--- config.mk ---
export PLATFORM = sky130hd
export DESIGN_NAME = otq_ctrl
export DESIGN_NICKNAME = d
export VERILOG_FILES = /design/src/hdl/otq_pkg.sv /design/src/hdl/otq_ctrl.sv
export SDC_FILE = /design/constraint.sdc
export NUM_CORES = 1
export LEC_CHECK = 0
export BUFFER_PORTS_ARGS = -buffer_cell sky130_fd_sc_hd__buf_2
export CAP_MARGIN = 20
export CORE_MARGIN = 1
export CORE_UTILIZATION = 30
export CTS_CLUSTER_SIZE = 25
export DETAILED_ROUTE_END_ITERATION = 7
export SYNTH_ARGS = -nofsm -noshare
export SYNTH_HDL_FRONTEND = slang
export SYNTH_SLANG_ARGS = --single-unit
--- constraint.sdc ---
create_clock -name clk -period 3.1 [get_ports clk]
set_input_delay 0.775 -clock clk [delete_from_list [all_inputs] [get_ports clk]]
set_output_delay 0.775 -clock clk [all_outputs]
set_load 0.01 [all_outputs]
--- src/hdl/otq_pkg.sv ---
// Types and constants of the three-threshold quantizer.
package otq_pkg;

	localparam int PIX_W       = 8;
	localparam int BINS        = 256;
	localparam int SCORE_W     = 64;
	localparam int SCORE_SHIFT = 16;
	localparam int IN_DATA_W   = 8;
	localparam int IN_USER_W   = 2;
	localparam int OUT_DATA_W  = 40;
	localparam int OUT_USER_W  = 1;

	localparam logic [PIX_W-1:0] F_LAST   = 8'd254;
	localparam logic [PIX_W-1:0] LVL_ZERO = 8'd0;
	localparam logic [PIX_W-1:0] LVL_ONE  = 8'd84;
	localparam logic [PIX_W-1:0] LVL_TWO  = 8'd170;
	localparam logic [PIX_W-1:0] LVL_TOP  = 8'd255;

	localparam logic KIND_THR = 1'b0;
	localparam logic KIND_PIX = 1'b1;

	typedef enum logic [1:0] {
		REQ_ACC = 2'd0,
		REQ_FIN = 2'd1,
		REQ_CLS = 2'd2
	} req_t;

	// class whose score is being computed
	typedef enum logic [1:0] {
		SC_C0 = 2'd0,
		SC_C1 = 2'd1,
		SC_C2 = 2'd2,
		SC_C3 = 2'd3
	} sel_t;

	typedef enum logic [16:0] {
		ST_IDLE    = 17'h00001,
		ST_ACC_WR  = 17'h00002,
		ST_PFX     = 17'h00004,
		ST_MEAN_GO = 17'h00008,
		ST_MEAN_WT = 17'h00010,
		ST_F0_RD   = 17'h00020,
		ST_F0_CHK  = 17'h00040,
		ST_F1_RD   = 17'h00080,
		ST_F1_CHK  = 17'h00100,
		ST_F2_RD   = 17'h00200,
		ST_F2_CHK  = 17'h00400,
		ST_SC_QM   = 17'h00800,
		ST_SC_D    = 17'h01000,
		ST_SC_SQ   = 17'h02000,
		ST_SC_DIV  = 17'h04000,
		ST_SC_ACC  = 17'h08000,
		ST_EMIT    = 17'h10000
	} state_t;

	typedef struct packed {
		logic cls;
		logic acc_rd;
		logic acc_wr;
		logic pfx_init;
		logic pfx_step;
		logic srch_init;
		logic mean_go;
		logic mean_take;
		logic rd_f0;
		logic rd_f1;
		logic rd_f2;
		logic take_f0;
		logic take_f1;
		logic take_f2;
		logic inc_f0;
		logic set_f1;
		logic inc_f1;
		logic set_f2;
		logic inc_f2;
		logic sc_qm;
		logic sq_go;
		logic div_go;
		logic sc_acc;
		sel_t sel;
		logic emit;
	} cmd_t;

	typedef struct packed {
		logic acc_ok;
		logic pfx_last;
		logic n_zero;
		logic div_done;
		logic sq_done;
		logic out_busy;
		logic q0_zero;
		logic q1_zero;
		logic q23_zero;
		logic f0_last;
		logic f1_last;
		logic f2_last;
	} sts_t;

endpackage

--- src/hdl/otq_ctrl.sv ---
// Sequencer: accept, histogram update, prefix sweep and threshold search.
module otq_ctrl import otq_pkg::*; (
	input  logic                 clk,
	input  logic                 arst_n,
	input  logic                 s_tvalid,
	input  logic [IN_USER_W-1:0] in_type,
	output logic                 s_tready,
	input  sts_t                 sts,
	output cmd_t                 cmd
);

	state_t state_q, nxt;
	sel_t   sel_q, sel_d;
	logic   in_acc;
	logic   a0, a1, a2;

	assign s_tready = (state_q == ST_IDLE) & ~sts.out_busy;
	assign in_acc   = s_tvalid & s_tready;

	always_comb begin
		cmd     = '0;
		nxt     = state_q;
		sel_d   = sel_q;
		cmd.sel = sel_q;
		a0      = 1'b0;
		a1      = 1'b0;
		a2      = 1'b0;
		unique case (state_q)
			ST_IDLE: begin
				if (in_acc) begin
					unique case (req_t'(in_type))
						REQ_ACC: begin
							if (sts.acc_ok) begin
								cmd.acc_rd = 1'b1;
								nxt        = ST_ACC_WR;
							end
						end
						REQ_FIN: begin
							cmd.pfx_init = 1'b1;
							nxt          = ST_PFX;
						end
						REQ_CLS: cmd.cls = 1'b1;
						default: ;
					endcase
				end
			end
			ST_ACC_WR: begin
				cmd.acc_wr = 1'b1;
				nxt        = ST_IDLE;
			end
			ST_PFX: begin
				cmd.pfx_step = 1'b1;
				if (sts.pfx_last) begin
					nxt = ST_MEAN_GO;
				end
			end
			ST_MEAN_GO: begin
				cmd.srch_init = 1'b1;
				if (sts.n_zero) begin
					nxt = ST_EMIT;
				end else begin
					cmd.mean_go = 1'b1;
					nxt         = ST_MEAN_WT;
				end
			end
			ST_MEAN_WT: begin
				if (sts.div_done) begin
					cmd.mean_take = 1'b1;
					nxt           = ST_F0_RD;
				end
			end
			ST_F0_RD: begin
				cmd.rd_f0 = 1'b1;
				nxt       = ST_F0_CHK;
			end
			ST_F0_CHK: begin
				cmd.take_f0 = 1'b1;
				if (sts.q0_zero) begin
					a0 = 1'b1;
				end else begin
					sel_d = SC_C0;
					nxt   = ST_SC_QM;
				end
			end
			ST_F1_RD: begin
				cmd.rd_f1 = 1'b1;
				nxt       = ST_F1_CHK;
			end
			ST_F1_CHK: begin
				cmd.take_f1 = 1'b1;
				if (sts.q1_zero) begin
					a1 = 1'b1;
				end else begin
					sel_d = SC_C1;
					nxt   = ST_SC_QM;
				end
			end
			ST_F2_RD: begin
				cmd.rd_f2 = 1'b1;
				nxt       = ST_F2_CHK;
			end
			ST_F2_CHK: begin
				cmd.take_f2 = 1'b1;
				if (sts.q23_zero) begin
					a2 = 1'b1;
				end else begin
					sel_d = SC_C2;
					nxt   = ST_SC_QM;
				end
			end
			ST_SC_QM: begin
				cmd.sc_qm = 1'b1;
				nxt       = ST_SC_D;
			end
			ST_SC_D: begin
				cmd.sq_go = 1'b1;
				nxt       = ST_SC_SQ;
			end
			ST_SC_SQ: begin
				if (sts.sq_done) begin
					cmd.div_go = 1'b1;
					nxt        = ST_SC_DIV;
				end
			end
			ST_SC_DIV: begin
				if (sts.div_done) begin
					nxt = ST_SC_ACC;
				end
			end
			ST_SC_ACC: begin
				cmd.sc_acc = 1'b1;
				unique case (sel_q)
					SC_C0: begin
						if (sts.f0_last) begin
							nxt = ST_EMIT;
						end else begin
							cmd.set_f1 = 1'b1;
							nxt        = ST_F1_RD;
						end
					end
					SC_C1: begin
						if (sts.f1_last) begin
							a0 = 1'b1;
						end else begin
							cmd.set_f2 = 1'b1;
							nxt        = ST_F2_RD;
						end
					end
					SC_C2: begin
						sel_d = SC_C3;
						nxt   = ST_SC_QM;
					end
					SC_C3: a2 = 1'b1;
					default: ;
				endcase
			end
			ST_EMIT: begin
				cmd.emit = 1'b1;
				nxt      = ST_IDLE;
			end
			default: nxt = ST_IDLE;
		endcase

		// loop advance: innermost first, carry outward
		if (a2) begin
			if (!sts.f2_last) begin
				cmd.inc_f2 = 1'b1;
				nxt        = ST_F2_RD;
			end else begin
				a1 = 1'b1;
			end
		end
		if (a1) begin
			if (!sts.f1_last) begin
				cmd.inc_f1 = 1'b1;
				nxt        = ST_F1_RD;
			end else begin
				a0 = 1'b1;
			end
		end
		if (a0) begin
			if (!sts.f0_last) begin
				cmd.inc_f0 = 1'b1;
				nxt        = ST_F0_RD;
			end else begin
				nxt = ST_EMIT;
			end
		end
	end

	always_ff @(posedge clk or negedge arst_n) begin
		if (!arst_n) begin
			state_q <= ST_IDLE;
			sel_q   <= SC_C0;
		end else begin
			state_q <= nxt;
			sel_q   <= sel_d;
		end
	end

endmodule

# Word level (Yosys, flattened, before mapping)
# Index checks and enable logic that the tools add are counted.
# word_totals
inputBits	17
mem_bits_rw	0
latchBits	0
n_memories	0
regBits	19
output_inout_bits	27
rom_bits	0
word_cells	110
# op_classes
n_shift	0
magnitude_cmp	0
div	0
reduce_logical	4
multipliers	0
n_eq_ne	26
addsub	0
n_mux	75
bitwise	3
# ops
cell	n
2-to-1 mux 17 bit	18
case mux 17 bit (15 select lines)	1
case mux 17 bit (3 select lines)	1
2-to-1 mux 1 bit	44
case mux 17 bit (2 select lines)	1
equality test 17 x 1 -> 1 bit, second input constant	1
equality test 17 x 10 -> 1 bit, second input constant	1
equality test 17 x 11 -> 1 bit, second input constant	1
equality test 17 x 12 -> 1 bit, second input constant	1
equality test 17 x 13 -> 1 bit, second input constant	1
equality test 17 x 14 -> 1 bit, second input constant	1
equality test 17 x 15 -> 1 bit, second input constant	1
equality test 17 x 16 -> 1 bit, second input constant	1
equality test 17 bit, second input constant	1
equality test 17 x 2 -> 1 bit, second input constant	1
equality test 17 x 3 -> 1 bit, second input constant	1
equality test 17 x 4 -> 1 bit, second input constant	1
equality test 17 x 5 -> 1 bit, second input constant	1
equality test 17 x 6 -> 1 bit, second input constant	1
equality test 17 x 7 -> 1 bit, second input constant	1
equality test 17 x 8 -> 1 bit, second input constant	1
equality test 17 x 9 -> 1 bit, second input constant	1
2-to-1 mux 2 bit	7
case mux 2 bit (4 select lines)	1
10 further kinds	18

# Longest topological paths before layout
# Gate-level depths: netlist (run 1).
# depth
depth_word	10
ltp_mapped	7

# Worst setup path after synthesis (run 1)
# No wires, ideal clock.
# synth_path
path_kind	register -> output
startpoint	reg state_q[11]
endpoint	out cmd[19] in the netlist's numbering
required_time_ns	2.325
stages_incl_launch_ff	6
n_path_buf	0
path_slack_ns	0.234
t_arrival_ns	2.091
path_cell_list	dfrtp_1 nor4_4 nand2_1 or4_1 nor3b_1 and2b_1
# synth_rtl
element	line_no	text
from (decl)	otq_ctrl.sv:12	state_t state_q, nxt;
from (signal assigned)	otq_ctrl.sv:196	state_q <= nxt;
to (decl)	otq_ctrl.sv:9	output cmd_t cmd

==> Implementation_results.wiki, run 1 <==
{| class="wikitable"
! Metric !! Value
|-
| Mean routed wirelength per cell || 15.07 um
|-
| Clock tree from TritonCTS || yes
|-
| Required @ worst endpoint || between 2 and 2.5 ns
|-
| DR vias/cell || 5.506
|-
| Final Worst Setup Slack || -0.02937 ns
|-
| Cell taking the most area after synthesis || sky130_fd_sc_hd__dfrtp_1
|-
| Number of H-tree branching levels || 1
|-
| Largest vdd supply drop || roughly 0.23 mV
|-
| Area of the core region || 4086 um^2
|-
| Wire length of the first global-routing pass || 6.175 mm
|-
| PortBufs || 43
|-
| Post-Route Utilization || 43.82%
|-
| Maximum count of clock buffers along a single path || 2
|-
| Top Family by Delay on Critical Path || simple AND/OR/NAND/NOR gates
|-
| Horizontal die dimension || 67.96 um
|-
| Number of buffers created by CTS || 3
|-
| Final period demand of the worst path || approximately 3.1 ns
|-
| Yosys Warn Count || 0
|-
| Vias in the first global route || 1293
|-
| Max-slew headroom || 60.60%
|-
| Post-synthesis register bit count || 19
|-
| Failing checks || negative setup slack
|-
| Estimated wirelength of the detail-placed design || 3.065 mm
|-
| Post-synthesis cell area || roughly 1300 um^2
|-
| Multi-input combinational cell area || about 840 um^2
|-
| Result of the run || finished with violations
|-
| Worst setup path category || reg -> out
|-
| Setup repair after global routing missed its margin || true
|-
| Iteration-0 DRC Markers || 63
|-
| Max capacitance violation total || 0
|-
| Largest net degree at the start of global routing || 20
|-
| Worst setup timing slack at the placement stage || 0.1314 ns
|-
| Full die area || roughly 4600 um^2
|-
| Number of nets with antenna violations after routing || 0
|-
| Register area share after synthesis || a little over a third
|-
| Launch point of the worst path || state_q[1]
|-
| Top post-synthesis cells by count || sky130_fd_sc_hd__dfrtp_1 (18), sky130_fd_sc_hd__nor2_1 (14), sky130_fd_sc_hd__nor4_1 (10)
|-
| Fraction of layout instances using a drive strength above 1 || 40.98%
|-
| Number of enable-type register cells in the synthesized netlist || 0
|-
| Delay of the slowest critical-path stage || 0.55 ns
|-
| Fill cell total of the finished layout || approximately 420
|-
| Starting density of the core || 31.94%
|-
| Flip-flop cell with the highest count after synthesis || sky130_fd_sc_hd__dfrtp_1
|-
| Antenna violations before repair || 0
|-
| Crit start category || flop
|-
| Total power divided by cell area || 347.2 nW/um^2
|-
| GR Util All Layers || 18.29%
|-
| Clock insertion delay at the later pin of the skew report || 0.25 ns
|-
| Post-route cell area || 1790 um^2
|-
| Overall routed net length || 3.844 mm
|-
| Total setup violations reported at the end of the flow || 1
|-
| Top cells by area in the synthesized netlist || sky130_fd_sc_hd__dfrtp_1 (35%), sky130_fd_sc_hd__nor4_1 (4.8%), sky130_fd_sc_hd__nor2_1 (4.0%)
|-
| Chip Height || 67.96 um
|-
| DP Area || 1694 um^2
|-
| CP endpoint || cmd[11]
|-
| Final estimated routing congestion in global placement || ~0.84
|-
| Sum of negative setup slack || -0.02937 ns
|-
| Synthesized netlist cell count || 144
|-
| Largest fanout on the critical path || 6
|-
| Portion of synthesized cell area occupied by the leading cell type || between 30% and 40%
|-
| DRC viols || 0
|-
| Number of diodes || 0
|-
| Crit Reg-Reg Endpoint || sel_q[0]
|-
| Final slew viol count || 0
|-
| Root Driver || sky130_fd_sc_hd__clkbuf_8
|-
| Number of buffers and inverters on the critical path || 1
|-
| Minimum setup slack among reg-to-reg paths || 0.77 ns
|-
| I/O pins || 44
|-
| Cells along the critical path || or4_4 > or3_4 > nor4b_4 > nand2_1 > a21oi_2 > buf_2
|-
| CP Data Arrival Time || approximately 2.4 ns
|-
| Setup skew after layout || 0.0008509 ns
|-
| Number of endpoints with negative hold slack in the final report || 0
|-
| Share of async-settable or async-resettable flops after synthesis || 100.0%
|-
| Net total in the final layout || approximately 220
|-
| Number of sinks driven by the clock tree || 19
|-
| Unique masters post-synth || 50
|-
| Post-synthesis area per instance || 9.063 um^2
|-
| Reported leakage power || 0.9062 nW
|-
| Part of the cycle the worst path needs || 100.9%
|-
| Syn nets || 161
|-
| Total congestion overflow after global routing || 0
|-
| Number of cells on the worst reg-to-reg path || 7
|-
| Master of the slowest instance on the critical path || sky130_fd_sc_hd__or4_4
|-
| Number of placement rows || 23
|-
| Vias after detailed routing || 1404
|-
| Logic depth of the worst setup path including buffers || 6
|-
| Signed area change from the synthesized netlist to the final layout || 37.20%
|-
| CP Capture Type || output port
|-
| Max Clock Freq || 0.3196 GHz
|-
| Reg-to-Reg Start || state_q[1]
|-
| Clock transition at the registers of the reported paths || 0.07 ns
|-
| Worst min-delay path category || in -> async
|-
| Most numerous cell in the Yosys netlist || sky130_fd_sc_hd__dfrtp_1
|-
| Worst-case hold slack || about 0.46 ns
|-
| Tightest Pin Transition || 0.5910 ns
|-
| Hold_buf cts || 0
|-
| Postcts setup bufs || 0
|-
| Detailed-routing iteration count for the pre-antenna-repair pass || 4
|-
| Sequential standard cell area || 478.0 um^2
|}
[cell families (layout without fill, tap and decap cells)]
group | after synthesis | in the layout | synth area share, %
compound gates | 21 | 21 | 11.99
simple gates | 92 | 92 | 46.69
xor+xnor | 2 | 2 | 1.343
mux | 1 | 1 | 0.7670
flops | 19 | 19 | 36.53
buf+inv | 9 | 70 | 2.684
[worst min-delay path by stage]
stage / cells past startpoint / slack (ns) / endpoint
5_1_grt: 1 / 0.48 / state_q[11]
3_3_place_gp: 2 / 0.55 / state_q[6]
4_1_cts: 1 / 0.47 / state_q[11]
6_report: 1 / 0.46 / state_q[11]
3_5_place_dp: 2 / 0.55 / state_q[6]
2_1_floorplan: 0 / 0.48 / sel_q[0]
[flip-flops by register name, summed over array words and instances (netlist names)]
name and flops:
sel_q 2, state_q 17
[worst register-to-register path: stages, from the launching register on]
cell and delay [ns]:
sky130_fd_sc_hd__dfrtp_2 0.44, sky130_fd_sc_hd__or4_4 0.55, sky130_fd_sc_hd__or3_4 0.39, sky130_fd_sc_hd__nor4b_4 0.27, sky130_fd_sc_hd__buf_4 0.18, sky130_fd_sc_hd__a222oi_1 0.13, sky130_fd_sc_hd__nor3_1 0.16, sky130_fd_sc_hd__a21oi_1 0.06
[cells in the final DEF, fill, tap and decap left out, types with 4 or more instances in the layout]
cell,Yosys,routed
sky130_fd_sc_hd__and4b_1,5,5
sky130_fd_sc_hd__buf_2,1,43
sky130_fd_sc_hd__buf_4,0,16
sky130_fd_sc_hd__dfrtp_1,18,17
sky130_fd_sc_hd__inv_1,7,7
sky130_fd_sc_hd__nand2_1,8,8
sky130_fd_sc_hd__nand2b_1,5,5
sky130_fd_sc_hd__nand3_1,5,4
sky130_fd_sc_hd__nor2_1,14,13
sky130_fd_sc_hd__nor3_1,9,8
sky130_fd_sc_hd__nor4_1,10,9
[per-layer routing]
layer	track usage (%)	share of wire, %	wire length, um	up-vias
li1	-	-	-	685
met1	25.00	47	1795	667
met2	28.92	47	1820	43
met3	2.667	4.0	155	9
met4	6.771	1.9	73	0
met5	0	0	0	-
[metrics by stage]
step	std cells	power, mW
2_1_floorplan	144	0.3753
3_5_place_dp	251	0.4411
6_report	255	0.6216
5_1_grt	255	0.6634
4_1_cts	255	0.6201
3_3_place_gp	251	0.4397
[area by class of cell]
| type | count | share of cell area (%) |
|---|---|---|
| sequential | 19 | 26.69 |
| timing repair buffer | 59 | 18.73 |
| inverter | 7 | 1.468 |
| multi-input combinational | 116 | 47.10 |
| clock buffer | 4 | 2.516 |
| tap | 50 | 3.494 |
[power breakdown]
part / internal (mW) / total, mW / switching, mW
clock: 0.0913 / 0.169 / 0.0774
sequential: 0.259 / 0.268 / 0.00905
combinational: 0.0829 / 0.185 / 0.102
total: 0.433 / 0.622 / 0.188
[repair_timing]
item	in CTS	in global routing
cloned	0	0
endpoints found under the setup margin	5	8
hold endpoints to repair	0	0
resized for setup	5	6
pin swaps	1	1
No activity file was read; power rests on OpenSTA's default activity.
==> run 2, diff against run 1 <==
--- a/config.mk
+++ b/config.mk
@@ -5,6 +5,7 @@
 export SDC_FILE = /design/constraint.sdc
 export NUM_CORES = 1
 export LEC_CHECK = 0
+export ABC_AREA = 1
 export BUFFER_PORTS_ARGS = -buffer_cell sky130_fd_sc_hd__buf_2
 export CAP_MARGIN = 20
 export CORE_MARGIN = 1
==> Implementation_results.wiki, run 2 <==
{| class="wikitable"
! Metric !! Value
|-
| Final estimated routing congestion in global placement || 0.8875
|-
| Antenna violations before repair || 0
|-
| Fraction of layout instances using a drive strength above 1 || 24.83%
|-
| Root Driver || sky130_fd_sc_hd__clkbuf_8
|-
| Register area share after synthesis || approximately 28%
|-
| Result of the run || complete, no violations
|-
| Largest reg by FF count || state_q
|-
| Yosys Warn Count || 0
|-
| Post-synthesis register bit count || 19
|-
| Clock insertion delay at the later pin of the skew report || 0.27 ns
|-
| Syn nets || 270
|-
| Worst-case hold slack || 0.4422 ns
|-
| GR Util All Layers || 16.50%
|-
| Top Family by Delay on Critical Path || simple AND/OR/NAND/NOR gates
|-
| Largest vdd supply drop || 0.2180 mV
|-
| CP Data Arrival Time || 2.09 ns
|-
| Number of nets with antenna violations after routing || 0
|-
| Flip-flop cell with the highest count after synthesis || sky130_fd_sc_hd__dfrtp_1
|-
| Final Worst Setup Slack || 0.2390 ns
|-
| Unique masters post-synth || 30
|-
| Signed area change from the synthesized netlist to the final layout || 20.18%
|-
| Tightest Pin Transition || 0.5246 ns
|-
| PortBufs || 43
|-
| Largest fanout on the critical path || 17
|-
| Number of diodes || 0
|-
| Area of the core region || 5238 um^2
|-
| CP Capture Type || output port
|-
| Total setup violations reported at the end of the flow || 0
|-
| Share of async-settable or async-resettable flops after synthesis || 100.0%
|-
| Most numerous cell in the Yosys netlist || sky130_fd_sc_hd__inv_1
|-
| Final slew viol count || 0
|-
| Detailed-routing iteration count for the pre-antenna-repair pass || 4
|-
| Synthesized netlist cell count || ~250
|-
| Number of placement rows || 26
|-
| DR vias/cell || between 4 and 5
|-
| Number of flip-flops in the largest register || 17
|-
| Chip Height || about 77 um
|-
| Sum of negative setup slack || 0 ns
|-
| Reported leakage power || 1.172 nW
|-
| Maximum count of clock buffers along a single path || 2
|-
| Vias after detailed routing || 1794
|-
| Number of H-tree branching levels || 1
|-
| Number of buffers and inverters on the critical path || 3
|-
| Most common cell after layout, fill and taps aside || sky130_fd_sc_hd__inv_1
|-
| Mean routed wirelength per cell || 12.63 um
|-
| Commonest cells after routing, fill and taps aside || sky130_fd_sc_hd__inv_1 (53), sky130_fd_sc_hd__buf_2 (43), sky130_fd_sc_hd__nand2_1 (36)
|-
| Cell taking the most area after synthesis || sky130_fd_sc_hd__dfrtp_1
|-
| Portion of synthesized cell area occupied by the leading cell type || roughly 27%
|-
| Top cells by area in the synthesized netlist || sky130_fd_sc_hd__dfrtp_1 (27%), sky130_fd_sc_hd__inv_1 (12%), sky130_fd_sc_hd__nand2_1 (8.1%)
|-
| Clock tree from TritonCTS || yes
|-
| Fill cell total of the finished layout || 582
|-
| Setup skew after layout || 0.01170 ns
|-
| Setup repair after global routing missed its margin || false
|-
| Total power divided by cell area || between 300 and 400 nW/um^2
|-
| I/O pins || 44
|-
| Post-synthesis area per instance || between 6 and 7 um^2
|-
| Top post-synthesis cells by count || sky130_fd_sc_hd__inv_1 (53), sky130_fd_sc_hd__nand2_1 (36), sky130_fd_sc_hd__nor2_1 (35)
|-
| Worst setup timing slack at the placement stage || just under 0.5 ns
|-
| Largest net degree at the start of global routing || 20
|-
| Max-slew headroom || 64.70%
|-
| Total congestion overflow after global routing || 0
|-
| Horizontal die dimension || roughly 77 um
|-
| Number of endpoints with negative hold slack in the final report || 0
|-
| Estimated wirelength of the detail-placed design || between 3 and 4 mm
|-
| Number of sinks driven by the clock tree || 19
|-
| Number of enable-type register cells in the synthesized netlist || 0
|-
| Worst min-delay path category || in -> async
|-
| Overall routed net length || ~4.6 mm
|-
| Worst setup path category || reg -> out
|-
| Crit start category || flop
|-
| Cells along the critical path || inv_2 > nand3_1 > nor3_1 > nand3_1 > nand2_1 > nand2_2 > nand3_2 > nand3_2 > inv_1 > buf_2
|-
| Required @ worst endpoint || 2.32 ns
|-
| Final period demand of the worst path || 2.861 ns
|-
| Max capacitance violation total || 0
|-
| Wire length of the first global-routing pass || 7.707 mm
|-
| Post-Route Utilization || a little under 40%
|-
| DRC viols || 0
|-
| Clock transition at the registers of the reported paths || around 0.09 ns
|-
| Max Clock Freq || 0.3495 GHz
|-
| Number of buffers created by CTS || 3
|-
| Part of the cycle the worst path needs || between 90% and 100%
|-
| Post-synthesis cell area || 1674 um^2
|-
| Master of the slowest instance on the critical path || sky130_fd_sc_hd__dfrtp_1
|-
| Registers with the most flip-flops || state_q: 17 flops, sel_q: 2 flops
|-
| Iteration-0 DRC Markers || 226
|-
| Full die area || 5883 um^2
|-
| Starting density of the core || around a third
|-
| Net total in the final layout || approximately 320
|-
| Vias in the first global route || 1670
|-
| Delay of the slowest critical-path stage || 0.50 ns
|}
## run 2: cell count changes after synthesis, sizes merged, moves of 6 or more
cell | previous run | this run
inv | 7 | 54
nand2 | 8 | 41
nand3 | 5 | 26
nand4 | 1 | 18
nor2 | 14 | 43
nor3 | 9 | 15
o21ai | 3 | 11
## run 2: final timing paths
path	slack (ns)	startpoint	cells after the start	end
setup / recovery	0.24	state_q[16]	10	cmd[11]
max in group asynchronous	2.31	arst_n	1	state_q[0]
setup reg to reg	1.24	state_q[2]	9	state_q[14]
hold reg to reg	0.61	state_q[2]	2	state_q[3]
min in group clk	0.61	state_q[2]	2	state_q[3]
hold / removal	0.44	arst_n	1	state_q[13]
## run 2: final cells by class
class / instances / area [um^2] / share of cell area (%)
Clock buffer: 3 / 41.29 / 2.052
Clock inverter: 1 / 5.005 / 0.2488
Inverter: 54 / 202.7 / 10.07
Multi-Input combinational cell: 174 / 953.4 / 47.39
Sequential cell: 19 / 476.7 / 23.69
Tap cell: 70 / 87.58 / 4.353
Timing Repair Buffer: 47 / 245.2 / 12.19
## run 2: power breakdown
part           internal [mW]  leakage, nW  switching [mW]
registers              0.259        0.261         0.00467
logic                 0.0817        0.885           0.143
clock network         0.0897       0.0255          0.0942
## run 2: cells by family after synthesis
group,after synthesis,synth area share (%)
compound gates,18,5.755
buf+inv,60,14.57
flops,19,28.48
simple gates,156,51.20
## run 2: worst register-to-register path, stage by stage, from the launching register on
cell	delay (ns)
sky130_fd_sc_hd__dfrtp_1	0.40
sky130_fd_sc_hd__nor2_1	0.14
sky130_fd_sc_hd__nand2_1	0.19
sky130_fd_sc_hd__nor2_4	0.28
sky130_fd_sc_hd__buf_4	0.17
sky130_fd_sc_hd__nand4_1	0.13
sky130_fd_sc_hd__nor2_1	0.21
sky130_fd_sc_hd__nand3b_1	0.14
sky130_fd_sc_hd__nor2_1	0.06
sky130_fd_sc_hd__nor2_1	0.08
## run 2: stage by stage
step	instances	cell area, um^2	power (mW)
global route	368	2012	0.7052
finish	368	2012	0.6723
global placement	361	1943	0.4666
floorplan	253	1674	0.4187
CTS	365	1989	0.6477
detailed placement	361	1943	0.4675
## run 2: routing by layer
layer	global-route usage, %	wire length (um)	vias to the layer above	share of wire, %
li1	-	-	925	-
met1	21.49	2143	801	46
met2	28.30	2174	63	47
met3	2.500	290	5	6.2
met4	4.038	38	0	0.82
met5	0	0	-	0
## run 2: repair_timing
item                                   CTS  global route
setup endpoints to repair                0             1
endpoints found under the hold margin    0             0
setup buffers                            0             3
gates resized for setup                  0             0
hold buffers                             0             0
